[config.mk]
export PLATFORM = sky130hd
export DESIGN_NAME = tick_task_scheduler_with_clock_flat
export DESIGN_NICKNAME = d
export VERILOG_FILES = /design/src/tts_pkg.sv /design/src/tts_item_if.sv /design/src/tts_result_if.sv /design/src/tts_cfg_if.sv /design/src/tick_task_scheduler_with_clock.sv /design/src/tts_divider.sv /design/src/tts_clock.sv /design/src/flat_wrapper.sv
export VERILOG_INCLUDE_DIRS = /design/src /design/src/src
export SDC_FILE = /design/constraint.sdc
export NUM_CORES = 1
export LEC_CHECK = 0
export ABC_AREA = 1
export ABC_CLOCK_PERIOD_IN_PS = 4670
export BUFFER_PORTS_ARGS = -buffer_cell sky130_fd_sc_hd__buf_2
export CAP_MARGIN = 0
export CORE_UTILIZATION = 66
export DETAILED_ROUTE_END_ITERATION = 7
export PLACE_DENSITY = 0.86
export SETUP_SLACK_MARGIN = 0.3
export SYNTH_ARGS = -nofsm -noshare
export SYNTH_HDL_FRONTEND = slang
export SYNTH_SLANG_ARGS = --single-unit
[constraint.sdc]
create_clock -name clk -period 4.67 [get_ports clk]
set_input_delay 0.2335 -clock clk [delete_from_list [all_inputs] [get_ports clk]]
set_output_delay 0.2335 -clock clk [all_outputs]
set_load 0.02 [all_outputs]
[src/tick_task_scheduler_with_clock_defines.svh]
// Assertion macros shared by the scheduler RTL.
`ifndef TICK_TASK_SCHEDULER_WITH_CLOCK_DEFINES_SVH
`define TICK_TASK_SCHEDULER_WITH_CLOCK_DEFINES_SVH

// Same-cycle implication, disabled while reset is asserted.
`define TTS_ASSERT_IMP(label, clk, rst_n, ante, cons) \
	label: assert property (@(posedge clk) disable iff (!rst_n) (ante) |-> (cons)) \
		else $error("assertion failed: ante |-> cons");

// Next-cycle implication, disabled while reset is asserted.
`define TTS_ASSERT_NXT(label, clk, rst_n, ante, cons) \
	label: assert property (@(posedge clk) disable iff (!rst_n) (ante) |=> (cons)) \
		else $error("assertion failed: ante |=> cons");

`endif

[src/tts_pkg.sv]
`timescale 1ns / 1ps

package tts_pkg;

	localparam int DIV_W  = 16;
	localparam int CNT_W  = 32;
	localparam int SEC_W  = 6;
	localparam int MIN_W  = 6;
	localparam int HR_W   = 5;
	localparam int FLAG_W = 4;
	localparam int IDX_W  = 8;

	localparam logic [SEC_W:0] SEC_MOD = 7'd60;
	localparam logic [MIN_W:0] MIN_MOD = 7'd60;
	localparam logic [HR_W:0]  HR_MOD  = 6'd24;

	localparam logic [DIV_W-1:0] PERIOD_SHORT_RST = 16'd5;
	localparam logic [DIV_W-1:0] PERIOD_MID_RST   = 16'd50;
	localparam logic [DIV_W-1:0] PERIOD_LONG_RST  = 16'd500;
	localparam logic [DIV_W-1:0] TICKS_PER_SEC_RST = 16'd1000;

	localparam logic [IDX_W-1:0] REG_PERIOD_SHORT  = 8'd0;
	localparam logic [IDX_W-1:0] REG_PERIOD_MID    = 8'd1;
	localparam logic [IDX_W-1:0] REG_PERIOD_LONG   = 8'd2;
	localparam logic [IDX_W-1:0] REG_TICKS_PER_SEC = 8'd3;

	typedef struct packed {
		logic [SEC_W-1:0] sec;
		logic [MIN_W-1:0] min;
		logic [HR_W-1:0]  hr;
	} tod_t;

	typedef struct packed {
		logic              tick;
		logic              task_ran;
		logic [FLAG_W-1:0] ack_mask;
		logic              ack_new_day;
	} item_t;

	typedef struct packed {
		logic [FLAG_W-1:0] pending_flags;
		logic              new_day;
		logic [CNT_W-1:0]  tick_total;
		tod_t              tod;
		logic [CNT_W-1:0]  task_rate;
	} result_t;

endpackage

[src/tts_item_if.sv]
`timescale 1ns / 1ps

interface tts_item_if;
	logic                      valid;
	logic                      ready;
	logic                      tick;
	logic                      task_ran;
	logic [tts_pkg::FLAG_W-1:0] ack_mask;
	logic                      ack_new_day;

	modport source (output valid, tick, task_ran, ack_mask, ack_new_day, input ready);
	modport sink (input valid, tick, task_ran, ack_mask, ack_new_day, output ready);
endinterface

[src/tts_result_if.sv]
`timescale 1ns / 1ps

interface tts_result_if;
	logic                       valid;
	logic                       ready;
	logic [tts_pkg::FLAG_W-1:0] pending_flags;
	logic                       new_day;
	logic [tts_pkg::CNT_W-1:0]  tick_total;
	logic [tts_pkg::SEC_W-1:0]  clock_seconds;
	logic [tts_pkg::MIN_W-1:0]  clock_minutes;
	logic [tts_pkg::HR_W-1:0]   clock_hours;
	logic [tts_pkg::CNT_W-1:0]  task_rate;

	modport source (output valid, pending_flags, new_day, tick_total, clock_seconds,
		clock_minutes, clock_hours, task_rate, input ready);
	modport sink (input valid, pending_flags, new_day, tick_total, clock_seconds,
		clock_minutes, clock_hours, task_rate, output ready);
endinterface

[src/tts_cfg_if.sv]
`timescale 1ns / 1ps

interface tts_cfg_if;
	logic                      valid;
	logic                      ready;
	logic [tts_pkg::IDX_W-1:0] index;
	logic [tts_pkg::DIV_W-1:0] data;

	modport source (output valid, index, data, input ready);
	modport sink (input valid, index, data, output ready);
endinterface

[src/tick_task_scheduler_with_clock.sv]
`timescale 1ns / 1ps
`include "tick_task_scheduler_with_clock_defines.svh"

// Tick-driven task scheduler with a time-of-day clock. One item is taken every clock cycle
// while the sink is ready, and each gives exactly one result: the item is registered,
// the divider counters, the seconds/minutes/hours clock and the flags are updated in one
// pass once the item advances and the result lands in an output register. The output register
// holds a result while the sink stalls and the item register keeps taking a new item
// whenever that result moves on, so throughput is one item per cycle with a ready sink.
// Registers are to be written through the config port only while the block is idle,
// which it does not enforce; the port is always ready, indexes past the list are ignored.
module tick_task_scheduler_with_clock (
	input logic           clk,
	input logic           arst_n,
	tts_item_if.sink      item,
	tts_result_if.source  result,
	tts_cfg_if.sink       cfg
);

	logic [tts_pkg::DIV_W-1:0] period_short_q;
	logic [tts_pkg::DIV_W-1:0] period_mid_q;
	logic [tts_pkg::DIV_W-1:0] period_long_q;
	logic [tts_pkg::DIV_W-1:0] ticks_per_sec_q;

	logic [tts_pkg::CNT_W-1:0]  tick_count_q;
	logic [tts_pkg::CNT_W-1:0]  run_count_q;
	logic [tts_pkg::CNT_W-1:0]  rate_q;
	logic [tts_pkg::FLAG_W-1:0] flags_q;
	logic                       day_q;

	tts_pkg::item_t   item_s1;
	logic             valid_s1;
	tts_pkg::result_t result_s2;
	logic             valid_s2;

	logic                       adv;
	logic                       div_en;
	logic                       hit_short;
	logic                       hit_mid;
	logic                       hit_long;
	logic                       hit_sec;
	logic                       wrap;
	tts_pkg::tod_t              tod_next;
	logic [tts_pkg::CNT_W-1:0]  run_inc;
	logic [tts_pkg::CNT_W-1:0]  tick_next;
	logic [tts_pkg::FLAG_W-1:0] flags_after;
	logic                       day_after;

	assign adv        = valid_s1 && (!valid_s2 || result.ready);
	assign item.ready = !valid_s1 || adv;
	assign cfg.ready  = 1'b1;
	assign div_en     = adv && item_s1.tick;

	tts_divider u_div_short (.clk, .arst_n, .en(div_en), .period(period_short_q), .hit(hit_short));
	tts_divider u_div_mid   (.clk, .arst_n, .en(div_en), .period(period_mid_q), .hit(hit_mid));
	tts_divider u_div_long  (.clk, .arst_n, .en(div_en), .period(period_long_q), .hit(hit_long));
	tts_divider u_div_sec   (.clk, .arst_n, .en(div_en), .period(ticks_per_sec_q), .hit(hit_sec));

	tts_clock u_clock (.clk, .arst_n, .advance(hit_sec), .tod_next, .wrap);

	// run event counts before the tick, so a second boundary captures it
	assign run_inc     = run_count_q + {{(tts_pkg::CNT_W-1){1'b0}}, item_s1.task_ran};
	assign tick_next   = tick_count_q + {{(tts_pkg::CNT_W-1){1'b0}}, item_s1.tick};
	assign flags_after = flags_q | {hit_long, hit_mid, hit_short, item_s1.tick};
	assign day_after   = day_q || wrap;

	always_ff @(posedge clk or negedge arst_n) begin
		if (!arst_n) begin
			period_short_q  <= tts_pkg::PERIOD_SHORT_RST;
			period_mid_q    <= tts_pkg::PERIOD_MID_RST;
			period_long_q   <= tts_pkg::PERIOD_LONG_RST;
			ticks_per_sec_q <= tts_pkg::TICKS_PER_SEC_RST;
		end else if (cfg.valid) begin
			unique case (cfg.index)
				tts_pkg::REG_PERIOD_SHORT:  period_short_q  <= cfg.data;
				tts_pkg::REG_PERIOD_MID:    period_mid_q    <= cfg.data;
				tts_pkg::REG_PERIOD_LONG:   period_long_q   <= cfg.data;
				tts_pkg::REG_TICKS_PER_SEC: ticks_per_sec_q <= cfg.data;
				default: ;
			endcase
		end
	end

	always_ff @(posedge clk or negedge arst_n) begin
		if (!arst_n) begin
			valid_s1 <= 1'b0;
		end else if (item.ready) begin
			valid_s1 <= item.valid;
		end
	end

	always_ff @(posedge clk) begin
		if (item.ready && item.valid) begin
			item_s1 <= '{tick: item.tick, task_ran: item.task_ran,
				ack_mask: item.ack_mask, ack_new_day: item.ack_new_day};
		end
	end

	always_ff @(posedge clk or negedge arst_n) begin
		if (!arst_n) begin
			tick_count_q <= '0;
			run_count_q  <= '0;
			rate_q       <= '0;
			flags_q      <= '0;
			day_q        <= 1'b0;
			valid_s2     <= 1'b0;
		end else if (adv) begin
			tick_count_q <= tick_next;
			run_count_q  <= hit_sec ? '0 : run_inc;
			if (hit_sec) begin
				rate_q <= run_inc;
			end
			flags_q  <= flags_after & ~item_s1.ack_mask;
			day_q    <= day_after && !item_s1.ack_new_day;
			valid_s2 <= 1'b1;
		end else if (result.ready) begin
			valid_s2 <= 1'b0;
		end
	end

	always_ff @(posedge clk) begin
		if (adv) begin
			result_s2.pending_flags <= flags_after;
			result_s2.new_day       <= day_after;
			result_s2.tick_total    <= tick_next;
			result_s2.tod           <= tod_next;
			result_s2.task_rate     <= hit_sec ? run_inc : rate_q;
		end
	end

	assign result.valid         = valid_s2;
	assign result.pending_flags = result_s2.pending_flags;
	assign result.new_day       = result_s2.new_day;
	assign result.tick_total    = result_s2.tick_total;
	assign result.clock_seconds = result_s2.tod.sec;
	assign result.clock_minutes = result_s2.tod.min;
	assign result.clock_hours   = result_s2.tod.hr;
	assign result.task_rate     = result_s2.task_rate;

	`TTS_ASSERT_IMP(a_stall_blocks, clk, arst_n, valid_s2 && !result.ready, !adv)
	`TTS_ASSERT_NXT(a_tick_base_flag, clk, arst_n, div_en, valid_s2 && result_s2.pending_flags[0])
	`TTS_ASSERT_NXT(a_second_clears_run, clk, arst_n, hit_sec, run_count_q == '0)

endmodule

[src/tts_divider.sv]
`timescale 1ns / 1ps
`include "tick_task_scheduler_with_clock_defines.svh"

module tts_divider (
	input  logic                      clk,
	input  logic                      arst_n,
	input  logic                      en,
	input  logic [tts_pkg::DIV_W-1:0] period,
	output logic                      hit
);

	logic [tts_pkg::DIV_W-1:0] count_q;
	logic [tts_pkg::DIV_W:0]   count_inc;

	// one extra bit: a count left above a lowered period still reaches it
	assign count_inc = {1'b0, count_q} + {{tts_pkg::DIV_W{1'b0}}, 1'b1};
	assign hit = en && (count_inc >= {1'b0, period});

	always_ff @(posedge clk or negedge arst_n) begin
		if (!arst_n) begin
			count_q <= '0;
		end else if (en) begin
			if (hit) begin
				count_q <= '0;
			end else begin
				count_q <= count_inc[tts_pkg::DIV_W-1:0];
			end
		end
	end

	`TTS_ASSERT_NXT(a_hit_restarts, clk, arst_n, hit, count_q == '0)
	`TTS_ASSERT_NXT(a_idle_holds, clk, arst_n, !en, $stable(count_q))

endmodule

[src/tts_clock.sv]
`timescale 1ns / 1ps
`include "tick_task_scheduler_with_clock_defines.svh"

module tts_clock (
	input  logic          clk,
	input  logic          arst_n,
	input  logic          advance,
	output tts_pkg::tod_t tod_next,
	output logic          wrap
);

	tts_pkg::tod_t           tod_q;
	logic [tts_pkg::SEC_W:0] sec_inc;
	logic [tts_pkg::MIN_W:0] min_inc;
	logic [tts_pkg::HR_W:0]  hr_inc;
	logic                    sec_wrap;
	logic                    min_wrap;
	logic                    hr_wrap;

	assign sec_inc  = {1'b0, tod_q.sec} + {{tts_pkg::SEC_W{1'b0}}, 1'b1};
	assign min_inc  = {1'b0, tod_q.min} + {{tts_pkg::MIN_W{1'b0}}, 1'b1};
	assign hr_inc   = {1'b0, tod_q.hr} + {{tts_pkg::HR_W{1'b0}}, 1'b1};
	assign sec_wrap = sec_inc >= tts_pkg::SEC_MOD;
	assign min_wrap = min_inc >= tts_pkg::MIN_MOD;
	assign hr_wrap  = hr_inc >= tts_pkg::HR_MOD;
	assign wrap     = advance && sec_wrap && min_wrap && hr_wrap;

	always_comb begin
		tod_next = tod_q;
		if (advance) begin
			if (!sec_wrap) begin
				tod_next.sec = sec_inc[tts_pkg::SEC_W-1:0];
			end else begin
				tod_next.sec = '0;
				if (!min_wrap) begin
					tod_next.min = min_inc[tts_pkg::MIN_W-1:0];
				end else begin
					tod_next.min = '0;
					tod_next.hr = hr_wrap ? '0 : hr_inc[tts_pkg::HR_W-1:0];
				end
			end
		end
	end

	always_ff @(posedge clk or negedge arst_n) begin
		if (!arst_n) begin
			tod_q <= '0;
		end else begin
			tod_q <= tod_next;
		end
	end

	`TTS_ASSERT_IMP(a_sec_range, clk, arst_n, 1'b1, {1'b0, tod_q.sec} < tts_pkg::SEC_MOD)
	`TTS_ASSERT_IMP(a_min_range, clk, arst_n, 1'b1, {1'b0, tod_q.min} < tts_pkg::MIN_MOD)
	`TTS_ASSERT_NXT(a_midnight, clk, arst_n, wrap, tod_q == '0)

endmodule

[src/flat_wrapper.sv]
// flat-port wrapper written by rule: the top's interface ports become plain ports
module tick_task_scheduler_with_clock_flat 
  (clk, arst_n, item_valid, item_tick, item_task_ran, item_ack_mask, item_ack_new_day, item_ready, result_valid, result_pending_flags, result_new_day, result_tick_total, result_clock_seconds, result_clock_minutes, result_clock_hours, result_task_rate, result_ready, cfg_valid, cfg_index, cfg_data, cfg_ready);
  tts_item_if item_i ();
  tts_result_if result_i ();
  tts_cfg_if cfg_i ();
  input logic clk;
  input logic arst_n;
  input wire logic [$bits(item_i.valid)-1:0] item_valid;
  input wire logic [$bits(item_i.tick)-1:0] item_tick;
  input wire logic [$bits(item_i.task_ran)-1:0] item_task_ran;
  input wire logic [$bits(item_i.ack_mask)-1:0] item_ack_mask;
  input wire logic [$bits(item_i.ack_new_day)-1:0] item_ack_new_day;
  output wire logic [$bits(item_i.ready)-1:0] item_ready;
  output wire logic [$bits(result_i.valid)-1:0] result_valid;
  output wire logic [$bits(result_i.pending_flags)-1:0] result_pending_flags;
  output wire logic [$bits(result_i.new_day)-1:0] result_new_day;
  output wire logic [$bits(result_i.tick_total)-1:0] result_tick_total;
  output wire logic [$bits(result_i.clock_seconds)-1:0] result_clock_seconds;
  output wire logic [$bits(result_i.clock_minutes)-1:0] result_clock_minutes;
  output wire logic [$bits(result_i.clock_hours)-1:0] result_clock_hours;
  output wire logic [$bits(result_i.task_rate)-1:0] result_task_rate;
  input wire logic [$bits(result_i.ready)-1:0] result_ready;
  input wire logic [$bits(cfg_i.valid)-1:0] cfg_valid;
  input wire logic [$bits(cfg_i.index)-1:0] cfg_index;
  input wire logic [$bits(cfg_i.data)-1:0] cfg_data;
  output wire logic [$bits(cfg_i.ready)-1:0] cfg_ready;
  assign item_i.valid = item_valid;
  assign item_i.tick = item_tick;
  assign item_i.task_ran = item_task_ran;
  assign item_i.ack_mask = item_ack_mask;
  assign item_i.ack_new_day = item_ack_new_day;
  assign item_ready = item_i.ready;
  assign result_valid = result_i.valid;
  assign result_pending_flags = result_i.pending_flags;
  assign result_new_day = result_i.new_day;
  assign result_tick_total = result_i.tick_total;
  assign result_clock_seconds = result_i.clock_seconds;
  assign result_clock_minutes = result_i.clock_minutes;
  assign result_clock_hours = result_i.clock_hours;
  assign result_task_rate = result_i.task_rate;
  assign result_i.ready = result_ready;
  assign cfg_i.valid = cfg_valid;
  assign cfg_i.index = cfg_index;
  assign cfg_i.data = cfg_data;
  assign cfg_ready = cfg_i.ready;
  tick_task_scheduler_with_clock u_core (.clk(clk), .arst_n(arst_n), .item(item_i), .result(result_i), .cfg(cfg_i));
endmodule
==> results.sh <==
export IMPL_status="complete, no violations"
export IMPL_grt_pass1_wl_um=65000
export IMPL_fin_cells=2503
export IMPL_place_area_mm2=0.0184
export IMPL_synthArstFlopShare_pct=72.7
export IMPL_min_path_cells=3
export IMPL_die_width_um=165
export IMPL_power_density_mw_per_mm2=487
export IMPL_clockBufferDepth=3
export IMPL_areaGrowthSynthToFinish_pct=12.3
export IMPL_numPortBuffers=123
export IMPL_cp_required_ns=5.10
export IMPL_cts_resized=0
export IMPL_num_rows=59
export IMPL_sequentialPowerShare_pct=42.4
export IMPL_clk_latency_ns=0.53
export IMPL_min_path_type="input port to register"
export IMPL_vias=14105
export IMPL_leakagePower_nw=9.43
export IMPL_yosysSeqAreaShare_pct=51.5
export IMPL_synth_area_leaders="dfrtp_1 (33%), edfxtp_1 (16%), nand2_1 (12%), inv_1 (5.9%), ha_1 (5.4%)"
export IMPL_vdd_drop_max_mv=0.511
export IMPL_hold_viol_final=0
export IMPL_path_clk_slew_ns=0.06
export IMPL_worst_pin_slew_ns=0.976
export IMPL_cts_root_buf="clkbuf_16"
export IMPL_die_area_mm2=0.0272
export IMPL_synth_edf_count=93
export IMPL_cts_sinks=341
export IMPL_antenna_found_initial=0
export IMPL_core_area_mm2=0.0261
export IMPL_avgRoutedWirePerCell_um=15.9
export IMPL_fmax_mhz=261
export IMPL_grt_setup_unrepaired="no"
export IMPL_drc_errors=0
export IMPL_place_inst=2425
export IMPL_ioPinCount=125
export IMPL_worstSetupPathType="register to register"
export IMPL_yosysTopAreaCell="dfrtp_1"
export IMPL_finalMaxSlewViolations=0
export IMPL_first_global_vias=13627
export IMPL_r2r_end="u_core.run_count_q[9]"
export IMPL_reg2reg_depth=15
export IMPL_arrival_ns=4.26
export IMPL_synth_nets=2124
export IMPL_track_usage_pct=30.1
export IMPL_synth_top_area_share_pct=33.0
export IMPL_reg2reg_from="u_core.u_div_sec.count_q[0]"
export IMPL_synth_warning_count=0
export IMPL_cts_tree="done"
export IMPL_crit_fanout=56
export IMPL_tns_ns=0
export IMPL_synthCells=2012
export IMPL_design_area_mm2=0.0197
export IMPL_combPwrFrac_pct=27.0
export IMPL_p_switching_mw=3.31
export IMPL_critPathLaunchType="register"
export IMPL_worstSetupEndpointType="register"
export IMPL_cts_buffers=37
export IMPL_drive_gt1_share_pct=11.3
export IMPL_p_clk_share_pct=30.5
export IMPL_place_congestion=0.946
export IMPL_diodes=0
export IMPL_synthesis_area_mm2=0.0175
export IMPL_netSwitchingFraction_pct=34.5
export IMPL_slowest_delay_ns=0.51
export IMPL_worst_path_max_delay_cell="nand2_2"
export IMPL_yosysUniqueCellTypes=49
export IMPL_min_delay_worst_endpoint="u_core.ticks_per_sec_q[8]"
export IMPL_final_util_pct=75.5
export IMPL_grt_max_degree=127
export IMPL_drt_first_pass_iters=5
export IMPL_path_cells="ha_1 > nand3_2 > nor2_2 > nand2_2 > nor4_1 > xor2_1 > inv_1 > ha_1 > and3_1 > a21boi_0 > nor2_1 > nand3_2 > nand2_4 > nand2_2 > o21ai_0"
export IMPL_timing_hold_ws_ns=0.0332
export IMPL_overflow=0
export IMPL_dp_final_hpwl_um=27800
export IMPL_dr_first_iter_drc_count=1320
export IMPL_syn_avg_cell_area_um2=8.71
export IMPL_slew_headroom_pct=34.9
export IMPL_initial_utilization_pct=67.3
export IMPL_r2r_slack_ns=0.83
export IMPL_worstHoldStart="cfg_data[8]"
export IMPL_vias_per_cell=5.64
export IMPL_synth_ff_type="dfrtp_1"
export IMPL_intPower_mw=6.28
export IMPL_antenna_left=0
export IMPL_die_h_um=165
export IMPL_post_route_period_util_pct=82.2
export IMPL_fin_crit_ns=3.84
export IMPL_drt_wl_total_um=39700
export IMPL_ys_seq_elements=341
export IMPL_h_tree_depth=2
export IMPL_maxCapViolCount=0
export IMPL_layout_nets=2252
export IMPL_setup_violations=0
export IMPL_fin_skew_ns=0.0200
placed cells by master, fill, tap and decap left out, drive strengths merged, types with 8 or more instances in the layout:
cell and instances:
dlygate4sd3 11, xnor2 21, dfstp 17, buf 130, o21ai 191, nor2 108
dfrtp 231, o22ai 32, edfxtp 93, a21oi 22, nor3 48, ha 76
nand3b 8, xor2 87, nand3 77, nand2 582, clkbuf 55, nor4 16
nand4 36, inv 280
metrics by stage:
stage	setup slack [ns]	power (mW)
after global routing	0.408	10.1
final	0.832	9.59
after detailed placement	0.867	6.64
after global placement	1.06	6.51
after CTS	0.857	9.62
after floorplan	1.75	5.93
state kept, by name, indices dropped and copies added, names as in the netlist, 7 cells and up:
register and flops:
u_core.item_s1 7, u_core.period_long_q 16, u_core.period_mid_q 16, u_core.period_short_q 16, u_core.rate_q 32, u_core.result.task_rate 32
u_core.result.tick_total 32, u_core.run_count_q 32, u_core.tick_count_q 32, u_core.ticks_per_sec_q 16, u_core.u_clock.tod_q 17, u_core.u_div_long.count_q 16
u_core.u_div_mid.count_q 16, u_core.u_div_sec.count_q 16, u_core.u_div_short.count_q 16
routing by layer:
| layer | routed length (µm) | global-route usage [%] | up-vias |
|---|---|---|---|
| met1 | 16800 | 40.6 | 6732 |
| met5 | 0 | 0 | - |
| li1 | - | - | 6788 |
| met2 | 19300 | 50.7 | 506 |
| met4 | 857 | 8.80 | 0 |
| met3 | 2710 | 4.19 | 79 |
power groups by stage:
| stage | combinational (mW) | sequential [mW] | clock, mW |
|---|---|---|---|
| finish | 2.59 | 4.07 | 2.93 |
| global route | 2.92 | 4.13 | 3.08 |
| CTS | 2.58 | 4.06 | 2.97 |
| detailed placement | 2.53 | 4.11 | 0 |
| global placement | 2.43 | 4.08 | 0 |
| floorplan | 1.69 | 4.25 | 0 |
cell families (layout without fill, tap and decap cells):
family,after synthesis,after routing,share of synthesized area (%)
adders and majority gates,76,76,5.43
DFF,341,341,51.5
and+or+nand+nor,891,891,21.9
xor gates and xnor gates,108,108,5.48
other,1,1,0.0214
buffers and inverters,329,485,7.57
AOI/OAI and AO/OA,266,266,8.15
synthesized netlist by cell type, types with 3 or more instances:
cell type    n
nor4_1      16
buf_4        4
or2_2        6
nor2_1      92
xnor2_1     21
ha_1        76
nor2_2      14
o21ai_1     13
nor3_1      46
o21bai_1     3
edfxtp_1    93
o21a_1       4
buf_6        8
nand3_2      4
buf_2       14
dfstp_2     17
nand3b_1     7
dfrtp_1    231
nand3_1     73
inv_1      275
xor2_1      85
o22ai_1     32
nand2_2      7
nor3b_1      5
clkbuf_1    25
a22o_1       3
nand4_1     36
o21ai_0    177
a21oi_1     22
nand2_1    573
repair_timing:
action | in CTS | in global routing
hold endpoints to repair | 92 | 0
buffers inserted | 0 | 0
hold buffers | 11 | 0
critical path, delay by kind of cell (launching register included):
| family | cells | cell delay [ns] |
|---|---|---|
| flip-flops | 1 | 0.41 |
| AO/OA/AOI/OAI | 2 | 0.47 |
| adder cells (fa/ha/maj) | 2 | 0.54 |
| AND/OR/NAND/NOR | 9 | 2.01 |
| buffers and inverters | 1 | 0.07 |
| XOR/XNOR | 1 | 0.24 |
how the worst max path moves through the flow:
| stage | startpoint | to | slack, ns | cells past startpoint |
|---|---|---|---|---|
| finish | u_core.u_div_sec.count_q[0] | u_core.run_count_q[9] | 0.83 | 15 |
| global route | u_core.u_div_sec.count_q[2] | u_core.run_count_q[9] | 0.41 | 15 |
| CTS | u_core.u_div_sec.count_q[0] | u_core.run_count_q[23] | 0.86 | 15 |
| detailed placement | u_core.u_div_sec.count_q[0] | u_core.run_count_q[9] | 0.87 | 15 |
| global placement | u_core.u_div_sec.count_q[0] | u_core.run_count_q[0] | 1.06 | 15 |
| floorplan | u_core.u_div_sec.count_q[0] | u_core.result.clock_seconds[0] | 1.75 | 16 |
layout make-up:
class | count | area (µm²)
Clock buffer | 55 | 1070
Clock inverter | 12 | 146
Fill cell | 1819 | 6380
Inverter | 277 | 1040
Multi-Input combinational cell | 1342 | 7180
Sequential cell | 341 | 9020
Tap cell | 335 | 419
Timing Repair Buffer | 141 | 801
Note: power is estimated with default switching activity, not from simulation.
